### src/sv/memory_to_memory_alu_machine_macros.svh
// Assertion helpers for the ALU machine.
// Both forms assume a clock named clk; the first also assumes arst_n.
`ifndef MEMORY_TO_MEMORY_ALU_MACHINE_MACROS_SVH
`define MEMORY_TO_MEMORY_ALU_MACHINE_MACROS_SVH

`ifndef SYNTHESIS

// Checked on every rising clk edge outside reset.
`define AMM_ASSERT(lbl, prop, msg) \
	lbl: assert property (@(posedge clk) disable iff (!arst_n) prop) else $error(msg);

// Checked on every rising clk edge, reset included.
`define AMM_ASSERT_ALWAYS(lbl, prop, msg) \
	lbl: assert property (@(posedge clk) prop) else $error(msg);

`else

`define AMM_ASSERT(lbl, prop, msg)
`define AMM_ASSERT_ALWAYS(lbl, prop, msg)

`endif

`endif

### src/sv/amm_pkg.sv
`default_nettype none

package amm_pkg;

	localparam int WORD_W    = 32;
	localparam int MEM_DEPTH = 256;
	localparam int ADDR_W    = $clog2(MEM_DEPTH);
	localparam int KIND_W    = 3;
	localparam int CNT_W     = $clog2(WORD_W);

	typedef logic [WORD_W-1:0] word_t;
	typedef logic [ADDR_W-1:0] addr_t;
	typedef logic [KIND_W-1:0] kind_t;

	// instruction codes
	localparam kind_t K_ADD    = KIND_W'(0);
	localparam kind_t K_SUB    = KIND_W'(1);
	localparam kind_t K_MUL    = KIND_W'(2);
	localparam kind_t K_DIV    = KIND_W'(3);
	localparam kind_t K_MOD    = KIND_W'(4);
	localparam kind_t K_POW    = KIND_W'(5);
	localparam kind_t K_LOAD   = KIND_W'(6);
	localparam kind_t K_REPORT = KIND_W'(7);

	// start request to the divider
	typedef struct packed {
		logic start;
		logic is_mod;
	} div_req_t;

	// start request to the multiply / power unit
	typedef struct packed {
		logic start;
		logic mul_only;
	} pow_req_t;

	// status back from an iterative unit
	typedef struct packed {
		logic busy;
		logic done;
	} unit_rsp_t;

	// power-on contents of the data memory
	function automatic word_t rst_word(input addr_t a);
		word_t w;
		case (a)
			ADDR_W'(0): w = WORD_W'(4);
			ADDR_W'(1): w = WORD_W'(23);
			ADDR_W'(2): w = WORD_W'(10);
			ADDR_W'(3): w = WORD_W'(5);
			default:    w = '0;
		endcase
		return w;
	endfunction

endpackage

`default_nettype wire

### src/sv/amm_pow.sv
`default_nettype none

module amm_pow (
	input  wire logic             clk,
	input  wire logic             arst_n,
	input  wire amm_pkg::pow_req_t req,
	input  wire amm_pkg::word_t   a,
	input  wire amm_pkg::word_t   b,
	output amm_pkg::unit_rsp_t    rsp,
	output amm_pkg::word_t        result,
	output logic                  flag
);
	import amm_pkg::*;

	logic  busy_q, done_q, ph_q, flag_q;
	word_t acc_q, sq_q, e_q;
	word_t mx, prod, e_nxt, special;
	logic  neg_exp;

	// one shared multiplier: phase 0 acc*sq, phase 1 sq*sq
	assign mx    = ph_q ? sq_q : acc_q;
	assign prod  = mx * sq_q;
	assign e_nxt = e_q >> 1;

	assign neg_exp = !req.mul_only && b[WORD_W-1];

	// negative exponent: only bases 1 and -1 survive
	always_comb begin
		if (a == WORD_W'(1)) begin
			special = WORD_W'(1);
		end else if (a == '1) begin
			special = b[0] ? '1 : WORD_W'(1);
		end else begin
			special = '0;
		end
	end

	// sequencing
	always_ff @(posedge clk or negedge arst_n) begin
		if (!arst_n) begin
			busy_q <= 1'b0;
			done_q <= 1'b0;
			ph_q   <= 1'b0;
		end else begin
			done_q <= 1'b0;
			if (req.start) begin
				ph_q <= 1'b0;
				if (neg_exp) begin
					done_q <= 1'b1;
				end else begin
					busy_q <= 1'b1;
				end
			end else if (busy_q) begin
				ph_q <= !ph_q;
				if (ph_q && e_nxt == '0) begin
					busy_q <= 1'b0;
					done_q <= 1'b1;
				end
			end
		end
	end

	// square-and-multiply datapath; a plain multiply runs as exponent one
	always_ff @(posedge clk) begin
		if (req.start) begin
			flag_q <= 1'b0;
			if (req.mul_only) begin
				acc_q <= a;
				sq_q  <= b;
				e_q   <= WORD_W'(1);
			end else if (neg_exp) begin
				acc_q  <= special;
				flag_q <= (a == '0);
			end else begin
				acc_q <= WORD_W'(1);
				sq_q  <= a;
				e_q   <= b;
			end
		end else if (busy_q) begin
			if (!ph_q) begin
				if (e_q[0]) begin
					acc_q <= prod;
				end
			end else begin
				sq_q <= prod;
				e_q  <= e_nxt;
			end
		end
	end

	assign result   = acc_q;
	assign flag     = flag_q;
	assign rsp.busy = busy_q;
	assign rsp.done = done_q;

endmodule

`default_nettype wire

### config.mk
export PLATFORM = sky130hd
export DESIGN_NAME = amm_pow
export DESIGN_NICKNAME = d
export VERILOG_FILES = /design/src/sv/memory_to_memory_alu_machine_macros.svh /design/src/sv/amm_pkg.sv /design/src/sv/amm_pow.sv
export SDC_FILE = /design/constraint.sdc
export NUM_CORES = 1
export LEC_CHECK = 0
export ABC_AREA = 1
export BUFFER_PORTS_ARGS = -buffer_cell sky130_fd_sc_hd__buf_4
export CAP_MARGIN = 20
export CORE_MARGIN = 2
export CORE_UTILIZATION = 32
export DETAILED_ROUTE_END_ITERATION = 7
export PLACE_DENSITY_LB_ADDON = 0.08
export SETUP_SLACK_MARGIN = 0.3
export SYNTH_ARGS = -nofsm -noshare
export SYNTH_HDL_FRONTEND = slang
export SYNTH_SLANG_ARGS = --single-unit
### constraint.sdc
create_clock -name clk -period 9.6 [get_ports clk]
set_input_delay 0.48 -clock clk [delete_from_list [all_inputs] [get_ports clk]]
set_output_delay 0.48 -clock clk [all_outputs]
set_load 0.02 [all_outputs]
# Word level (Yosys, flattened, before mapping)

Cells that the tools add are included.

Memories kept: 0
Output and inout port bits: 35
Memory bits (read-only): 0
Logic and storage cells: 56
Register bits: 100
Input port bits: 68
Bits in latches: 0
Bits in writable memories: 0

Magnitude comparators: 0
Equal/unequal tests: 5
Mux-type cells: 30
$add $sub $neg: 0
Reductions and logical operators: 12
Shift operators: 0
Bitwise operators: 1
Div/mod/pow operators: 0
Multiply operators: 1

Operators with widths:

| cell                                                                    | number |
|---|---|
| 32-bit 2-to-1 mux                                                       | 20 |
| 32-bit logical NOT                                                      | 2 |
| 32-bit by 1-bit equality test with 1-bit output (second input constant) | 1 |
| 32-bit equality test (second input constant)                            | 1 |
| 32-bit by 32-bit multiplier with 32-bit output                          | 1 |
| 1-bit 2-to-1 mux                                                        | 10 |
| 3-bit AND reduction                                                     | 2 |
| 2-bit nonzero test                                                      | 3 |
| 2-bit != test (second input constant)                                   | 2 |
| 3-bit != test (second input constant)                                   | 1 |
| 1-bit logical AND                                                       | 2 |
| 1-bit logical NOT                                                       | 2 |
| 2-bit OR reduction                                                      | 1 |
| 1-bit inverter                                                          | 1 |

# Logic depth before layout (Yosys ltp)

Gate-level depths: netlist of the first run.

Word-level depth: 6
Mapped depth: 36
Depth with buffers taken out: 34

# Worst setup path before layout of the first run

OpenSTA, ideal clock, no wires.

Path kind: flip-flop to flip-flop
Start point: reg ph_q
End point: reg acc_q[29] (netlist: result[29]), data pin
Library setup time: 0.262 ns
Data required time: 9.338 ns
Period minus slack after synthesis: 6.967 ns
Cell stages (with the launch flop): 28
Data arrival time: 6.704 ns
Slack: 2.633 ns
Path buffers: 3
Path through: dfrtp_1 inv_2 buf_4 nand2_1 o21ai_1 clkbuf_1 inv_1 clkbuf_1 nor2_1 fa_1 fa_1 inv_1 fa_1 inv_1 fa_1 fa_1 fa_1 fa_1 fa_1 ha_1 nand2_1 nor4_1 nand3_1 nand3_1 a31o_2 a21oi_1 o21ai_0 nand2_1

Longest elaborated chain between the ends: 6

RTL lines:

| item                                           | RTL line      | text |
|---|---|---|
| from (decl)                                    | amm_pow.sv:15 | `logic busy_q, done_q, ph_q, flag_q;` |
| from (signal assigned)                         | amm_pow.sv:54 | `ph_q <= !ph_q;` |
| 32-bit 2-to-1 mux                              | amm_pow.sv:21 | `assign mx = ph_q ? sq_q : acc_q;` |
| 32-bit by 32-bit multiplier with 32-bit output | amm_pow.sv:22 | `assign prod = mx * sq_q;` |
| 32-bit 2-to-1 mux                              | amm_pow.sv:81 | `if (e_q[0]) begin` |
| 32-bit 2-to-1 mux                              | amm_pow.sv:80 | `if (!ph_q) begin` |
| 32-bit 2-to-1 mux                              | amm_pow.sv:79 | `end else if (busy_q) begin` |
| 32-bit 2-to-1 mux                              | amm_pow.sv:65 | `if (req.start) begin` |
| to (signal assigned)                           | amm_pow.sv:72 | `acc_q <= special;` |
| to (signal assigned)                           | amm_pow.sv:82 | `acc_q <= prod;` |
| to (decl)                                      | amm_pow.sv:16 | `word_t acc_q, sq_q, e_q;` |

Every way passes these cells. The select of a mux whose other input is x is not followed.
A chain may end at the register's enable or synchronous reset.

# Worst setup path in the final report of the first run

Start point: reg sq_q[6]
End point: reg acc_q[22] (netlist: result[22]), data pin

Longest elaborated chain between the ends: 6

RTL lines:

| item                                             | RTL line      | text |
|---|---|---|
| from (decl)                                      | amm_pow.sv:16 |  |
| from (signal assigned)                           | amm_pow.sv:85 | `sq_q <= prod;` |
| 32-bit 2-to-1 mux                                | amm_pow.sv:21 |  |
| 32-bit by 32-bit multiplier with 32-bit output * | amm_pow.sv:22 |  |
| 32-bit 2-to-1 mux *                              | amm_pow.sv:81 |  |
| 32-bit 2-to-1 mux *                              | amm_pow.sv:80 |  |
| 32-bit 2-to-1 mux *                              | amm_pow.sv:79 |  |
| 32-bit 2-to-1 mux *                              | amm_pow.sv:65 |  |

Every way passes the cells marked *; elsewhere a longest branch is shown, timed or not. The select of a mux whose other input is x is not followed.

==> results of run 1 <==
placed cells by master, fill, tap and decap left out, types with 10 or more instances in the layout:
cell        n
a21oi_1    85
buf_4     142
edfxtp_1   97
fa_1      408
ha_1      123
inv_1     595
inv_2      10
nand2_1   553
nand3_1    66
nand4_1    13
nor2_1    341
nor4_1     18
o21ai_0   127
xnor2_1    13
cells in the mapped netlist (all sizes together):
library cell	n	area (sq um)
and2	1	6.26
xor2	9	78.8
a21boi	2	15.0
xnor2	13	114
o21ai	134	697
clkbuf	81	304
dfrtp	3	75.1
clkinv	3	11.3
nor3	6	30.0
o21a	4	30.0
o211ai	3	22.5
edfxtp	97	2910
o31ai	2	15.0
fa	408	8170
buf	28	175
a31o	2	17.5
a22oi	1	7.51
nand3	67	340
or2	2	12.5
a21oi	85	425
nor2	344	1300
nor4	18	113
a21o	4	30.0
nand3b	1	7.51
or4	1	7.51
nand4	13	81.3
ha	123	1540
o2111a	1	11.3
o22ai	7	43.8
o21bai	3	22.5
a31oi	4	25.0
nand2	562	2130
a221oi	1	8.76
inv	604	2270
per-layer routing:
layer	vias to the layer above	GRT usage [%]	part of all wire, %
met5	-	0	0
met4	0	7.02	3.0
met3	100	2.48	5.1
met2	574	42.0	48
met1	8850	33.7	44
li1	7961	-	-
worst min-delay path by stage:
stage	end	slack, ps	startpoint	depth (start not counted)
2_1_floorplan	busy_q	180	arst_n	0
3_3_place_gp	done_q	280	arst_n	1
3_5_place_dp	done_q	280	arst_n	1
4_1_cts	done_q	440	arst_n	2
5_1_grt	done_q	450	arst_n	2
6_report	busy_q	450	arst_n	2
cells by family (layout without fill, tap and decap cells):
kind of cell	after synthesis	in the layout	share of synthesized area [%]
AO/OA/AOI/OAI	253	253	6.52
XOR/XNOR	22	22	0.916
adder cells (fa/ha/maj)	531	531	46.1
buffers and inverters	716	768	13.1
flip-flops	100	100	14.2
AND/OR/NAND/NOR	1015	1015	19.1
sequential cells by signal (all words and copies together), names as in the netlist:
signal  flops
busy_q      1
done_q      1
e_q        32
flag        1
ph_q        1
result     32
sq_q       32
critical path: cells and delay by family, from the launching register on:
kind,cells,cell delay (ps)
AO/OA/AOI/OAI,5,1700
adder cells (fa/ha/maj),9,3740
buffers and inverters,8,1890
flip-flops,1,670
AND/OR/NAND/NOR,6,580
cell type report:
| class | instances | area [sq um] |
|---|---|---|
| Clock buffer | 11 | 243 |
| Clock inverter | 5 | 60.1 |
| Fill cell | 7013 | 42300 |
| Inverter | 607 | 2280 |
| Multi-Input combinational cell | 1821 | 15300 |
| Sequential cell | 100 | 2990 |
| Tap cell | 864 | 1080 |
| Timing Repair Buffer | 145 | 1110 |
stage by stage:
stage / instance area, sq um / util (%)
6_report: 23100 / 35.3
5_1_grt: 23100 / 35.3
4_1_cts: 23100 / 35.3
3_5_place_dp: 22700 / 34.8
3_3_place_gp: 22700 / 34.8
2_1_floorplan: 21000 / -
==> summary.md, run 1 <==
The run finished with clean final reports. Once detailed placement completed, the half-perimeter wirelength came to 66.6 mm. For the clock latency reported for the late side of the worst-skew pair, the log shows 370 ps.

The number of global-route vias before repair is 18.6k. After detailed routing, the average wire length per cell comes to 22.9 um. The first global-routing pass estimated 122 mm of wire. Along the worst path, the maximum fanout reaches 12. At the end of the flow, the number of nets in the layout was 3283. Setup repair after global routing left no endpoint under its margin. The tools report the placement-stage worst setup slack as 841 ps.

The starting utilization of the core area is 32.2%, and the share of final-layout standard cells stronger than drive strength 1 is 7.14%. The number of buffers added for setup after CTS was 0. The min-delay analysis places its worst path in the category input port to async pin.

In this run, post-CTS repair resized a total of 0 instances. The slowest stage of the critical path is the edfxtp_1 cell. The final-report max-slew violation count is 0, and the number of buffers created by CTS is 9. The tools report the clock net sink count as 100. The region available for standard cell placement spans 65400 sq um. For this run, the top clock speed supported by timing is 113 MHz.

Aggregate routed wire length: 81.2 mm. The run gives 94 as the row count. Using the TritonRoute via totals, the vias-per-cell ratio works out to 4.92. The run gives 3 as the maximum level of the CTS H-tree. The die covers 67800 sq um. For the area of the mapped netlist, the log shows 21000 sq um. Across the run, the number of max-cap violations was 0. The logs give 24.8% for the overall track demand over capacity in global routing and 0 ps for the sum of negative setup slack.

Measured in cells, the most critical reg-to-reg path has a length of 28. The worst pin sits at a relative slew slack of 30.5%. Synthesis produced a netlist with a net count of 3236. The worst register-to-register path begins at sq_q[6]. Number of cells in the finished layout apart from fillers: 3553. Dividing the final minimum period by the clock period gives 92.0%. STA classifies the critical path startpoint as a flip-flop. Once placement completed, the tool counted placed cells totaling 3535. The worst path required time is 9710 ps.

Root buffer cell: clkbuf_16. Worst setup path endpoint: result[22]. STA classifies the critical path endpoint as a flip-flop. The post-synthesis sequential area ratio is 14.2%. At the end of routability-driven placement, the weighted congestion stood at 0.946. Global routing finished with a remaining overflow of 0. The run gives 0 as the number of antenna violations at the first check in global routing. Pin placement for this block handled 103 I/O pins. From left edge to right edge, the die measures 260 um. In the routed design, unresolved DRC markers number 0. Yosys mapped the design onto 45 distinct sky130hd cell types. The detailed router finished its first iteration with 1338 violations. Entering global routing, the biggest net connects 99 pins. The clock arrives with 9.92 ps of skew. The floorplan step set the die height to 260 um. The residual antenna-violating net count after detailed routing came out at 0. For the pin with the worst max-slew slack, the measured transition is 1040 ps. The total via count after detailed routing is 17.5k, and the area overhead of the layout relative to synthesis is 9.68%. Setup violations remaining at the end of the flow were counted as 0. The logs give 0 for the number of warnings reported in the yosys synthesis log and 6 for the detailed-router iteration count before antenna repair.

The worst setup path is of the flip-flop to flip-flop kind. Number of hold violations in the final report: 0. The number of input and output port buffers inserted was 102; the critical path's largest stage delay was 670 ps. The hold-fix buffer count after cts came out at 1. The reg-to-reg critical path endpoint was result[22].

For the antenna diode count, the log shows 0. On the final layout, the worst hold slack is 447 ps. The run gives 770 ps as the worst reg-to-reg setup slack.

The maximum root-to-sink buffer count is 2, and the minimum period implied by the final worst setup slack is 8830 ps. After clock tree synthesis, the clock-pin slew on the worst setup and hold paths is 80 ps. The first element of the critical path was sq_q[6]. The register bit total from synthesis came out at 100. The count of mapped cells out of synthesis came out at 2637. A synthesized cell averages 7.98 sq um.

The signal arrival time at the worst endpoint is 8940 ps. TritonCTS built the clock tree. Setup slack on the critical path of the routed design comes to 769 ps.
Power of run 1 is left out: the tool's default activity adds up to more than one toggle a clock period on the data nets, which glitch-free logic cannot reach.
==> inputs of run 2 (changes only) <==
- PLACE_DENSITY_LB_ADDON: 0.08 -> unset
==> run 2 against run 1 <==
Fmax grew 1.4%. Clock-buffer cell count shrank 2. Register-to-register slack gained 130 ps. Final cell count is essentially flat. Critical path type unchanged.
==> summary.md, run 2 (synthesis gave the netlist of run 1 again) <==
The starting utilization of the core area is 32.2% (unchanged), and the total non-filler cell area in the finished layout is 23100 sq um (about the same). The area overhead of the layout relative to synthesis is 9.63% (about the same). Setup repair after global routing left no endpoint under its margin. For the antenna diode count, the log shows 0 (unchanged). The library cell used most frequently in the layout, excluding fill and tap cells, is inv_1. Clock latency reported for the late side of the worst-skew pair: 370 ps (about the same). The flow ran to the end, and the final reports show no timing, DRC or antenna violations. The final estimated routing congestion in global placement was 0.987 (+4.4%). The first-iteration detailed-routing DRC count is 1540 (+15%), and the total via count after detailed routing is 17.5k (+0.15%). The maximum net fanout on the critical path was 15 (+3); the count of final setup violators was 0 (unchanged). Final-report max-slew violation count: 0 (unchanged). The transition time of the tightest slew-check pin is 1150 ps (+111 ps).

The tools report the signal arrival time at the worst endpoint as 8830 ps (-110 ps). The net total in the final layout is 3282 (-0.030%), and the cell area after placement is 22700 sq um (about the same). The cell sitting at the root of the clock tree is a clkbuf_16. The minimum period implied by the final worst setup slack was 8710 ps (-126 ps); the pin count of the biggest net entering global routing was 99 (unchanged). The worst reg-to-reg setup slack came out at 890 ps (+130 ps).

For the maximum root-to-sink buffer count, the log shows 2 (unchanged). The average wire per standard cell was 19.9 um (-13%); the core footprint was 65400 sq um (unchanged). The number of antenna violations at the first check in global routing is 0 (unchanged), and the share of final-layout standard cells stronger than drive strength 1 is 7.14% (about the same). The sum of negative setup slack was 0 ps (unchanged); the clock net sink count was 100 (unchanged). Average via count per standard cell: 4.93 (+0.18%). The tightest min-delay check is of the input port to async pin type. The number of buffers created by CTS was 9 (unchanged). The tools report the worst clock skew as 10.9 ps (+0.991 ps). The residual antenna-violating net count after detailed routing was 0 (unchanged). Share of the clock period used by the worst path: 90.7% (-1.3 points). Kind of start point of the critical path: a flip-flop. The number of remaining DRC errors was 0 (unchanged); the CTS clock-pin slew for the worst setup and hold paths was 80 ps (about the same). Number of global-route vias before repair: 18.3k (-1.8%). The run gives 0 (unchanged) as the number of buffers added for setup after CTS.

The peak clock frequency supported by timing came out at 115 MHz (+1.4%). The number of placed cells counting well taps came out at 3535 (unchanged). The worst reg-to-reg path cell count was 23 (-18%); the global-route wire length before repair was 109 mm (-10%). The logs give 94 (unchanged) for the row count and 56.8 mm (-15%) for the half-perimeter wire length of the detailed placement result. TritonCTS built the clock tree. The full die area is 67800 sq um (unchanged), and the chip height is 260 um (unchanged).

STA classifies the critical path endpoint as a flip-flop. Critical path class: flip-flop to flip-flop. The total grt overflow is 0 (unchanged). For the number of hold violations in the final report, the log shows 0 (unchanged).

The logs give 22.7% (-7.8 points) for the normalized max-slew margin and 0 (unchanged) for the total of max-cap violations. The floorplan die width was 260 um (unchanged); the aggregate routed wire length was 70.8 mm (-13%). The tools report the final hold slack as 444 ps (-2.38 ps). The reg-to-reg critical path endpoint was result[29]. The boundary pin count is 103 (unchanged).

The overall track demand over capacity in global routing was 21.5% (-3.3 points); the detailed-router iteration count before antenna repair was 6 (unchanged). The run gives 9720 ps (about the same) as the worst path required time. Leaving out fill and tap cells, the most frequent cells in the layout are inv_1, nand2_1, fa_1, nor2_1, buf_4. The maximum level of the CTS H-tree is 3 (unchanged). Source of the worst register-to-register timing path: sq_q[14]. Number of cells in the finished layout apart from fillers: 3552 (-0.028%). The number of input and output port buffers inserted works out to 102 (unchanged).
==> run 2: through the flow <==
stage               setup slack [ps]  util [%]
finish                           895      35.3
CTS                             1020      35.3
global placement                1090      34.8
global route                     596      35.3
detailed placement              1040      34.8
floorplan                       2630         -
==> run 2: timing repair <==
| action | CTS | global route |
|---|---|---|
| resized for setup | 0 | 0 |
| hold buffers | 1 | 0 |
| hold endpoints to repair | 3 | 0 |
==> run 2: final cells by class <==
cell class                      count  area (sq um)
Clock buffer                        9           225
Tap cell                          864          1080
Multi-Input combinational cell   1821         15300
Fill cell                        6927         42300
Inverter                          607          2280
Timing Repair Buffer              144          1080
Clock inverter                      7          97.6
Sequential cell                   100          2990
==> run 2: worst max-delay path by stage <==
stage                        start          to  cells after the start
after global placement    sq_q[14]    sq_q[29]                     23
after detailed placement  sq_q[14]  result[29]                     23
after global routing      sq_q[14]    sq_q[29]                     23
after floorplan               ph_q  result[29]                     27
after CTS                 sq_q[14]    sq_q[29]                     23
final                     sq_q[14]  result[29]                     23
==> run 2: worst max-delay path, stage by stage, from the launching register on <==
cell and delay [ps]:
edfxtp_1 510, inv_1 590, nand2_1 90, o21ai_1 640
inv_1 520, nand2_1 200, fa_1 450, fa_1 520
fa_1 480, fa_1 550, inv_1 60, fa_1 570
fa_1 450, fa_1 530, fa_1 430, ha_1 490
nand2_1 180, nor4_1 380, nand3_1 120, nand3_1 210
a31o_2 200, a21oi_1 50, o21ai_0 160, nand2_1 70
==> run 2: routing by layer <==
metal | share of wire (%) | track usage (%) | up-vias
met4 | 5.0 | 9.29 | 0
met3 | 7.8 | 3.09 | 155
met1 | 41 | 28.3 | 8610
met2 | 46 | 35.4 | 794
li1 | - | - | 7953
met5 | 0 | 0 | -
Power of run 2 is left out for the same reason.
