`config.mk`:
```
export PLATFORM = sky130hd
export DESIGN_NAME = amm_div
export DESIGN_NICKNAME = d
export VERILOG_FILES = /design/src/sv/memory_to_memory_alu_machine_macros.svh /design/src/sv/amm_pkg.sv /design/src/sv/amm_div.sv
export SDC_FILE = /design/constraint.sdc
export NUM_CORES = 1
export LEC_CHECK = 0
export ABC_AREA = 1
export BUFFER_PORTS_ARGS = -buffer_cell sky130_fd_sc_hd__buf_2
export CAP_MARGIN = 20
export CELL_PAD_IN_SITES_DETAIL_PLACEMENT = 2
export CELL_PAD_IN_SITES_GLOBAL_PLACEMENT = 2
export CORE_MARGIN = 5
export CORE_UTILIZATION = 33
export CTS_CLUSTER_DIAMETER = 50
export CTS_CLUSTER_SIZE = 28
export DETAILED_ROUTE_END_ITERATION = 8
export GPL_ROUTABILITY_DRIVEN = 0
export GPL_TIMING_DRIVEN = 0
export PLACE_DENSITY = 0.94
export SLEW_MARGIN = 25
export SYNTH_ARGS = -nofsm -noshare
export SYNTH_HDL_FRONTEND = slang
export SYNTH_SLANG_ARGS = --single-unit
```
`constraint.sdc`:
```
create_clock -name clk -period 2.45 [get_ports clk]
set_input_delay 0.1225 -clock clk [delete_from_list [all_inputs] [get_ports clk]]
set_output_delay 0.1225 -clock clk [all_outputs]
set_load 0.03 [all_outputs]
```
`src/sv/memory_to_memory_alu_machine_macros.svh`:
```
// Assertion helpers for the ALU machine.
// Both forms assume a clock named clk; the first also assumes arst_n.
`ifndef MEMORY_TO_MEMORY_ALU_MACHINE_MACROS_SVH
`define MEMORY_TO_MEMORY_ALU_MACHINE_MACROS_SVH

`ifndef SYNTHESIS

// Checked on every rising clk edge outside reset.
`define AMM_ASSERT(lbl, prop, msg) \
	lbl: assert property (@(posedge clk) disable iff (!arst_n) prop) else $error(msg);

// Checked on every rising clk edge, reset included.
`define AMM_ASSERT_ALWAYS(lbl, prop, msg) \
	lbl: assert property (@(posedge clk) prop) else $error(msg);

`else

`define AMM_ASSERT(lbl, prop, msg)
`define AMM_ASSERT_ALWAYS(lbl, prop, msg)

`endif

`endif

```
`src/sv/amm_pkg.sv`:
```
`default_nettype none

package amm_pkg;

	localparam int WORD_W    = 32;
	localparam int MEM_DEPTH = 256;
	localparam int ADDR_W    = $clog2(MEM_DEPTH);
	localparam int KIND_W    = 3;
	localparam int CNT_W     = $clog2(WORD_W);

	typedef logic [WORD_W-1:0] word_t;
	typedef logic [ADDR_W-1:0] addr_t;
	typedef logic [KIND_W-1:0] kind_t;

	// instruction codes
	localparam kind_t K_ADD    = KIND_W'(0);
	localparam kind_t K_SUB    = KIND_W'(1);
	localparam kind_t K_MUL    = KIND_W'(2);
	localparam kind_t K_DIV    = KIND_W'(3);
	localparam kind_t K_MOD    = KIND_W'(4);
	localparam kind_t K_POW    = KIND_W'(5);
	localparam kind_t K_LOAD   = KIND_W'(6);
	localparam kind_t K_REPORT = KIND_W'(7);

	// start request to the divider
	typedef struct packed {
		logic start;
		logic is_mod;
	} div_req_t;

	// start request to the multiply / power unit
	typedef struct packed {
		logic start;
		logic mul_only;
	} pow_req_t;

	// status back from an iterative unit
	typedef struct packed {
		logic busy;
		logic done;
	} unit_rsp_t;

	// power-on contents of the data memory
	function automatic word_t rst_word(input addr_t a);
		word_t w;
		case (a)
			ADDR_W'(0): w = WORD_W'(4);
			ADDR_W'(1): w = WORD_W'(23);
			ADDR_W'(2): w = WORD_W'(10);
			ADDR_W'(3): w = WORD_W'(5);
			default:    w = '0;
		endcase
		return w;
	endfunction

endpackage

`default_nettype wire

```
`src/sv/amm_div.sv`:
```
`default_nettype none

module amm_div (
	input  wire logic             clk,
	input  wire logic             arst_n,
	input  wire amm_pkg::div_req_t req,
	input  wire amm_pkg::word_t   a,
	input  wire amm_pkg::word_t   b,
	output amm_pkg::unit_rsp_t    rsp,
	output amm_pkg::word_t        result
);
	import amm_pkg::*;

	logic             busy_q, done_q;
	logic [CNT_W-1:0] cnt_q;
	logic             is_mod_q, neg_a_q, neg_quo_q;
	word_t            dvd_q, dvs_q, rem_q;
	word_t            mag_a, mag_b;
	logic [WORD_W:0]  trial;

	assign mag_a = a[WORD_W-1] ? word_t'(-a) : a;
	assign mag_b = b[WORD_W-1] ? word_t'(-b) : b;

	// restoring step: shift in next dividend bit, try to subtract
	assign trial = {rem_q, dvd_q[WORD_W-1]} - {1'b0, dvs_q};

	// step counter
	always_ff @(posedge clk or negedge arst_n) begin
		if (!arst_n) begin
			busy_q <= 1'b0;
			done_q <= 1'b0;
			cnt_q  <= '0;
		end else begin
			done_q <= 1'b0;
			if (req.start) begin
				busy_q <= 1'b1;
				cnt_q  <= '0;
			end else if (busy_q) begin
				cnt_q <= cnt_q + CNT_W'(1);
				if (cnt_q == CNT_W'(WORD_W - 1)) begin
					busy_q <= 1'b0;
					done_q <= 1'b1;
				end
			end
		end
	end

	// datapath: dvd_q turns into the quotient one bit per cycle
	always_ff @(posedge clk) begin
		if (req.start) begin
			is_mod_q  <= req.is_mod;
			neg_a_q   <= a[WORD_W-1];
			neg_quo_q <= a[WORD_W-1] ^ b[WORD_W-1];
			dvd_q     <= mag_a;
			dvs_q     <= mag_b;
			rem_q     <= '0;
		end else if (busy_q) begin
			if (!trial[WORD_W]) begin
				rem_q <= trial[WORD_W-1:0];
				dvd_q <= {dvd_q[WORD_W-2:0], 1'b1};
			end else begin
				rem_q <= {rem_q[WORD_W-2:0], dvd_q[WORD_W-1]};
				dvd_q <= {dvd_q[WORD_W-2:0], 1'b0};
			end
		end
	end

	// truncation toward zero: remainder takes the dividend's sign
	always_comb begin
		if (is_mod_q) begin
			result = neg_a_q ? word_t'(-rem_q) : rem_q;
		end else begin
			result = neg_quo_q ? word_t'(-dvd_q) : dvd_q;
		end
	end

	assign rsp.busy = busy_q;
	assign rsp.done = done_q;

endmodule

`default_nettype wire

```
=== Word-level counts from Yosys, hierarchy flattened ===
Index checks and enable logic that the tools add are counted.
Widths: inputs -> output; s select.

* Add/subtract/negate cells: 6
* Equality and inequality tests: 1
* Multiplexer cells: 17
* Bitwise gates (word level): 1
* Reductions and logical operators: 1

{| class="wikitable"
|+ Operators with widths
! cell !! count
|-
| $mux 32 || 7
|-
| $neg 32->32 || 4
|-
| $sub 33x32->33 || 1
|-
| $mux 31 || 1
|-
| $mux 5 || 2
|-
| $mux 1 || 7
|-
| $add 5x1->5 const B || 1
|-
| $eq 5x5->1 const B || 1
|-
| $reduce_bool 2->1 || 1
|-
| $xor 1x1->1 || 1
|}

* Register bits: 106
* Bits of input ports: 68
* Output and inout port bits: 34

=== Logic depth before layout (Yosys ltp) ===
Gate-level depths: netlist (run 1).

* Depth after elaboration: 4
* Mapped depth: 18
* Depth with buffers taken out: 17

=== Least setup slack after synthesis (run 1) ===
OpenSTA, ideal clock, no wires.

* Path kind: reg-to-reg
* From: register dvd_q[31]
* To: register dvd_q[0] (data pin)
* Setup time: 265 ps
* Arrival: 1,974 ps
* Path slack: 211 ps
* Cell stages (with the launch flop): 17
* Buffers on the path: 1
* Clock period less this slack: 2,239 ps
* Cells stage by stage: edfxtp_1 inv_1 ha_1 fa_1 inv_1 nand2_1 nand2_1 nand3_1 nand2_1 nand2_1 nand2_2 nand2_4 nand2_4 nand2_4 nand2_8 buf_6 o21ai_1

* Word-level cells in the longest chain between the ends: 4

{| class="wikitable"
|+ Ends and longest elaborated chain
! element !! line !! text
|-
| start: declaration || amm_div.sv:17 || <nowiki>word_t dvd_q, dvs_q, rem_q;</nowiki>
|-
| start signal: assignment || amm_div.sv:54 || <nowiki>dvd_q <= mag_a;</nowiki>
|-
| start signal: assignment || amm_div.sv:60 || <nowiki>dvd_q <= {dvd_q[WORD_W-2:0], 1'b1};</nowiki>
|-
| start signal: assignment || amm_div.sv:63 || <nowiki>dvd_q <= {dvd_q[WORD_W-2:0], 1'b0};</nowiki>
|-
| $sub 33x32->33 || amm_div.sv:25 || <nowiki>assign trial = {rem_q, dvd_q[WORD_W-1]} - {1'b0, dvs_q};</nowiki>
|-
| $mux 1 || amm_div.sv:58 || <nowiki>if (!trial[WORD_W]) begin</nowiki>
|-
| $mux 32 || amm_div.sv:57 || <nowiki>end else if (busy_q) begin</nowiki>
|-
| $mux 32 || amm_div.sv:50 || <nowiki>if (req.start) begin</nowiki>
|}

Every way passes these cells. The select of a mux whose other input is x is not followed.
A chain may end at the register's enable or synchronous reset.

=== Worst setup path in the final report (run 1) ===
* From: register rem_q[0]
* To: output result[14]

* Word-level cells in the longest chain between the ends: 3

{| class="wikitable"
|+ Ends and longest elaborated chain
! element !! line !! text
|-
| start: declaration || amm_div.sv:17 ||
|-
| start signal: assignment || amm_div.sv:59 || <nowiki>rem_q <= trial[WORD_W-1:0];</nowiki>
|-
| start signal: assignment || amm_div.sv:62 || <nowiki>rem_q <= {rem_q[WORD_W-2:0], dvd_q[WORD_W-1]};</nowiki>
|-
| $neg 32->32 || amm_div.sv:71 || <nowiki>result = neg_a_q ? word_t'(-rem_q) : rem_q;</nowiki>
|-
| $mux 32 || amm_div.sv:71 ||
|-
| $mux 32 || amm_div.sv:70 || <nowiki>if (is_mod_q) begin</nowiki>
|-
| end: declaration || amm_div.sv:10 || <nowiki>output amm_pkg::word_t result</nowiki>
|}

Every way passes these cells.

==> run metrics, run 1 <==
number of synthesized flops with an enable pin between 60 and 70; number of cells on the worst hold path 3; final clock period utilization by the worst path 1.361; highest clock frequency the design can meet 300.0 MHz; area enclosed by the die boundary 0.03577 mm2; number of flip-flops and latches in the synthesized netlist 106; gate family responsible for the most delay along the worst path compound AO/OA/AOI/OAI gates; per-instance average area after synthesis 6.072 um2; number of instances in the synthesized netlist 1744; CP arrival approximately 3.2 ns; LEAKAGE 7.242 nW; maximum resistive drop on vdd around 0.77 mV; CTS sink count around 110; Initial DRC Count roughly 1500; relative contribution of combinational cells to total power 0.420; post-synth top area share 0.1932; Post-Syn Area 0.01059 mm2; largest fanout on the critical path 4; largest incremental delay on the critical path just under 0.6 ns; count of buffers inserted at the top-level ports 101; unique cell type count in the Yosys netlist 51; crit path capture type output pin; switching component of the power 3.091 mW; violated checks negative setup slack; CTS H-Tree Depth 3; required time of the critical path approximately 2.3 ns; share of synthesized area occupied by flip-flops and latches 0.2670; pin count of the biggest net entering global routing 39; sum of net half-perimeters after detailed placement 39.41 mm; slack of the worst reg-to-reg path -0.34 ns; initial antenna violation count 4; result of the run complete, but fails checks; area leader, netlist nand2_1; number of fill cells 3687; final worst setup slack -0.8835 ns; predominant post-synthesis flop cell edfxtp_1; dominant cells by area after synthesis nand2_1 19%, edfxtp_1 19%, inv_1 11%, nand3_1 6.2%, dfxtp_1 6.0%; Area growth syn-to-layout 33.27%; number of optimization iterations in the first detailed-route pass 5; first-pass GRT wire length 91.76 mm; Final Max Tran Viols 0; wire length reported by the detailed router 74.51 mm; skew final around 0.021 ns; portion of total power attributed to sequential cells 0.330; count of endpoints failing hold in the final timing report 0; fraction of power consumed by the clock network 0.251; net count after synthesis 1851; max_slew headroom 0.2831; net total in the final layout 2038; Boundary Pins 102; Non-Filler Cell Area, Final 0.01411 mm2; clock tree from TritonCTS built; floorplan die width 189.1 um; transition time at the pin with the least slew margin between 1 and 1.5 ns; overall overflow remaining after global route 0; vias in the first global route 15080; number of rows created at floorplan 65; fraction of power spent switching nets 0.4592; CTS Buf Count 9; Synth top cells by count 545 x nand2_1, 311 x inv_1, 158 x nor2_1, 131 x nand3_1, 121 x o21ai_0; Max clock buf depth 2; count of cell instances traversed by the critical path 10; via-per-instance ratio 6.268; min cycle time layout 3.334 ns; library cell contributing the largest single delay on the critical path o21ai_0; Skew-Pair Late Insertion Delay between 0.4 and 0.5 ns; final instance count without filler cells 2340; Antenna Violating Nets Remaining 0; WL per Instance 31.84 um; worst hold path class in2reg; buffers plus inverters on the worst setup path 2; internal power component between 3 and 4 mW; DP Area between 0.01 and 0.015 mm2; pwr dens 476.9 mW/mm2; Die Height 189.1 um; final setup vio count 67; category of the worst setup path launch point flip-flop; start-to-end type of the worst setup path reg2out; cell chain of the critical path inv_4 > ha_4 > nand3_4 > nor2_4 > nand3_4 > o21ai_0 > a21oi_1 > o21ai_0 > nand2_1 > buf_6; gr usage total 0.3317; vias 14670; R2R cell count 15; post-CTS clock slew at the launch and capture registers of the worst setup and hold paths 0.10 ns; most common cell in the synthesized netlist nand2_1; Residual DRC 0; Core ar. between 0.03 and 0.04 mm2; Cell Count Post-Placement around 2200; async set-or-reset flop fraction in the synthesized netlist 0.06604; Initial Util 0.3347; final total negative setup slack -17.11 ns; RSZ-0062 raised after global routing true; root buf cell clkbuf_16; Max-cap violations 0; fraction of layout cells with a size suffix above 1 0.2619; Synthesis Warnings 0
-- layout by cell type, fill, tap and decap left out, types with 14 or more instances in the layout --
cell type    n
nand2_1    469
nand2_2     49
xnor2_1     23
inv_1      296
nor2_1     132
xor2_1      38
nand3_2     39
nand4_1     19
a21oi_1     57
dfxtp_2     14
nand2_4     46
nor2_2      15
o21ai_1     29
buf_2       79
clkbuf_1    16
ha_1        24
nand3_1     89
nor3_1      26
o21ai_0     83
edfxtp_1    67
buf_4       63
nor2_4      18
buf_6       32
inv_2       18
nand3_4     14
-- tightest hold or removal path: cells and delay by family --
| kind | cells | cell delay (ns) |
|---|---|---|
| buf+inv | 2 | 0.16 |
| xor+xnor | 1 | 0.06 |
-- through the flow --
stage               hold slack (ns)  power [mW]  worst slack (ns)  utilization
floorplan                   -0.1731       3.346            0.2111            -
global placement           -0.03222       3.905           -0.6860       0.3666
CTS                         0.03143       5.939           -0.1092       0.4101
detailed placement         -0.02969       4.074           -0.5243       0.3666
finish                      0.04380       6.731           -0.8835       0.4461
global route                0.04819       6.854           -0.9072       0.4460
-- cell families (layout without fill, tap and decap cells) --
group           count (synthesis)  in the layout  synth area share
buf+inv                       361            553            0.1346
xor+xnor                       61             61           0.05045
fa+ha+maj                      39             39           0.04679
simple gates                  959            959            0.3924
compound gates                218            218            0.1088
other cells                     0              2                 0
flops                         106            106            0.2670
-- worst paths after layout --
| kind | endpoint | startpoint |
|---|---|---|
| setup / recovery | result[14] | rem_q[0] |
| hold / removal | dvs_q[2] | b[2] |
| setup reg to reg | rem_q[22] | rem_q[8] |
| hold reg to reg | rem_q[13] | rem_q[13] |
| max in group asynchronous | busy_q | arst_n |
| min in group asynchronous | cnt_q[2] | arst_n |
-- what timing repair did --
action	in CTS	in global routing
gates resized for setup	194	277
hold buffers	4	0
pin swaps	55	95
setup endpoints to repair	97	74
endpoints found under the hold margin	10	0
setup buffers	40	32
cloned	3	2
-- per-layer routing --
| layer | global-route usage | share of wire |
|---|---|---|
| met1 | 0.4126 | 0.38 |
| met2 | 0.5637 | 0.46 |
| met3 | 0.05125 | 0.085 |
| met4 | 0.1567 | 0.071 |
| met5 | 0 | 0.00027 |
-- cell type report --
type / count / area, um2 / share of cell area
Antenna cell: 2 / 5.005 / 0.0003546
Buffer: 39 / 254.0 / 0.01800
Clock buffer: 11 / 242.7 / 0.01720
Clock inverter: 5 / 43.79 / 0.003103
Inverter: 320 / 1214 / 0.08599
Multi-Input combinational cell: 1277 / 7614 / 0.5395
Sequential cell: 106 / 2864 / 0.2029
Tap cell: 402 / 503.0 / 0.03564
Timing Repair Buffer: 178 / 1374 / 0.09734
-- power by group through the flow --
stage | Sequential [mW] | Clock, mW | Combinational [mW]
floorplan | 2.15 | 0 | 1.19
global placement | 2.18 | 0 | 1.72
detailed placement | 2.20 | 0 | 1.87
CTS | 2.17 | 1.59 | 2.17
global route | 2.22 | 1.73 | 2.90
finish | 2.22 | 1.69 | 2.82
-- flip-flops by register name, summed over array words and instances (netlist names) --
register,cells
cnt_q,5
neg_quo_q,1
dvs_q,32
is_mod_q,1
busy_q,1
rem_q,32
dvd_q,32
done_q,1
neg_a_q,1
Power figures use the tool's default switching activity.
==> run 2: changes to the inputs <==
- SKIP_LAST_GASP: unset -> 1
==> run 2 against run 1 <==
  * The flow still finishes with violations (negative setup slack)
  * Maximum frequency up 15%
  * Largest power group unchanged
  * Total power is 1.1% lower
  * Non-clock buffer count is 5 higher
  * Final cell count grew 0.17%
==> run metrics, run 2 (synthesis results as in run 1) <==
initial antenna violation count 1 (-3); LEAKAGE 7.188 nW (-0.75%); Core ar. 0.03164 mm2 (unchanged); wire length reported by the detailed router 73.45 mm (-1.4%); relative contribution of combinational cells to total power 0.414 (-0.006); registers with the highest flip-flop counts dvd_q (32), dvs_q (32), rem_q (32); commonest non-fill, non-tap cell in the layout nand2_1; CP arrival 2.78 ns (-0.43 ns); CTS H-Tree Depth 3 (unchanged); first-pass GRT wire length 92.87 mm (+1.2%); result of the run complete, but fails checks; Max clock buf depth 2 (unchanged); count of buffers inserted at the top-level ports 101 (unchanged); start-to-end type of the worst setup path reg2out; gr usage total 0.3370 (+0.005339); switching component of the power 3.024 mW (-2.2%); final setup vio count 62 (-7.5%); Antenna Violating Nets Remaining 0 (unchanged); net total in the final layout 2043 (+0.25%); area enclosed by the die boundary 0.03577 mm2 (unchanged); crit path capture type output pin; overall overflow remaining after global route 0 (unchanged); Non-Filler Cell Area, Final 0.01399 mm2 (-0.84%); fraction of power consumed by the clock network 0.252 (about the same); Die Height 189.1 um (unchanged); count of endpoints failing hold in the final timing report 0 (unchanged); fraction of layout cells with a size suffix above 1 0.2643 (+0.002417); transition time at the pin with the least slew margin 0.9623 ns (-0.1091 ns); final clock period utilization by the worst path 1.185 (-0.1753); largest incremental delay on the critical path 0.38 ns (-0.20 ns); Initial DRC Count 1396 (-8.4%); most prevalent standard cell on the critical path nand2_1; Max-cap violations 0 (unchanged); category of the worst setup path launch point flip-flop; post-CTS clock slew at the launch and capture registers of the worst setup and hold paths 0.10 ns (about the same); maximum resistive drop on vdd 0.7894 mV (+2.4%); via-per-instance ratio 6.177 (-1.5%); commonest cells after routing, fill and taps aside 469 x nand2_1, 297 x inv_1, 131 x nor2_1; violated checks negative setup slack; final total negative setup slack -15.20 ns (+1.911 ns); sum of net half-perimeters after detailed placement 39.41 mm (unchanged); WL per Instance 31.33 um (-1.6%); vias 14480 (-1.3%); root buf cell clkbuf_16; number of rows created at floorplan 65 (unchanged); max_slew headroom 0.3561 (+0.07297); cell chain of the critical path inv_4 > ha_4 > nand3_4 > buf_4 > nor2_2 > nand4_1 > xor2_1 > nand2_1 > o21ai_0 > nand2_1 > o21ai_2 > buf_6; Area growth syn-to-layout 32.15%; internal power component 3.636 mW (-0.13%); min cycle time layout 2.904 ns (-0.4294 ns); RSZ-0062 raised after global routing true; Final Max Tran Viols 0 (unchanged); Residual DRC 0 (unchanged); fraction of power spent switching nets 0.4541 (-0.005094); Initial Util 0.3347 (unchanged); number of optimization iterations in the first detailed-route pass 5 (unchanged); largest fanout on the critical path 4 (unchanged); fraction of the core area covered by cells at the end of the flow 0.4424 (-0.003757); vias in the first global route 15210 (+0.82%); CTS Buf Count 9 (unchanged); required time of the critical path 2.33 ns (about the same); floorplan die width 189.1 um (unchanged); pin count of the biggest net entering global routing 39 (unchanged); DP Area 0.01160 mm2 (unchanged); skew final 0.02882 ns (+0.008176 ns); worst hold path class in2reg; portion of total power attributed to sequential cells 0.334 (+0.004); number of fill cells 3752 (+1.8%); library cell contributing the largest single delay on the critical path dfxtp_2; highest clock frequency the design can meet 344.3 MHz (+15%); Skew-Pair Late Insertion Delay 0.42 ns (about the same); pwr dens 475.9 mW/mm2 (-0.22%); Boundary Pins 102 (unchanged); final worst setup slack -0.4541 ns (+0.4294 ns); clock tree from TritonCTS built; CTS sink count 106 (unchanged)
run 2: area by class of cell:
| class | count | area, um2 | area share |
|---|---|---|---|
| multi-input combinational | 1277 | 7470 | 0.5337 |
| sequential | 106 | 2859 | 0.2043 |
| timing repair buffer | 183 | 1405 | 0.1004 |
| inverter | 320 | 1215 | 0.08681 |
| tap | 402 | 503.0 | 0.03594 |
| buffer | 39 | 254.0 | 0.01815 |
| clock buffer | 11 | 242.7 | 0.01734 |
| clock inverter | 5 | 43.79 | 0.003129 |
| antenna | 1 | 2.502 | 0.0001788 |
run 2: metal layers:
| layer | wire (um) | GRT usage | up-vias |
|---|---|---|---|
| li1 | - | - | 5897 |
| met3 | 5879 | 0.05844 | 342 |
| met1 | 28260 | 0.4092 | 7325 |
| met2 | 34470 | 0.5753 | 913 |
| met4 | 4822 | 0.1690 | 2 |
| met5 | 13 | 0 | - |
run 2: power by group through the flow:
stage                     Sequential, mW  Combinational, mW  Clock, mW
after floorplan                     2.15               1.19          0
after detailed placement            2.20               1.87          0
after global placement              2.18               1.72          0
final                               2.22               2.76       1.68
after CTS                           2.17               2.17       1.59
after global routing                2.22               2.85       1.73
run 2: through the flow:
step | total power, mW | std cells | hold slack (ns) | setup WS, ns
3_3_place_gp | 3.905 | 2247 | -0.03222 | -0.6860
4_1_cts | 5.932 | 2308 | 0.03143 | -0.1092
5_1_grt | 6.807 | 2343 | 0.04184 | -0.5006
2_1_floorplan | 3.346 | 1744 | -0.1731 | 0.2111
6_report | 6.660 | 2344 | 0.03813 | -0.4541
3_5_place_dp | 4.074 | 2247 | -0.02969 | -0.5243
run 2: path summary, 6_finish.rpt:
path	from	end	slack, ns	cells after the start
setup / recovery	rem_q[0]	result[24]	-0.45	12
hold reg to reg	rem_q[2]	rem_q[2]	0.55	2
max in group asynchronous	arst_n	busy_q	2.22	2
hold / removal	b[2]	dvs_q[2]	0.04	3
min in group asynchronous	arst_n	done_q	0.05	2
setup reg to reg	dvd_q[31]	rem_q[23]	-0.37	19
run 2: what timing repair did:
item	CTS	global route
setup endpoints to repair	97	66
pin swaps	54	81
buffers inserted	40	35
gates resized for setup	185	252
hold buffers	4	0
cloned	3	2
endpoints found under the hold margin	10	0
run 2: critical path: cells and delay by family (launching register included):
kind | cells | cell delay, ns
compound gates | 2 | 0.26
xor+xnor | 1 | 0.37
fa+ha+maj | 1 | 0.16
buf+inv | 3 | 0.45
flops | 1 | 0.38
simple gates | 5 | 0.73
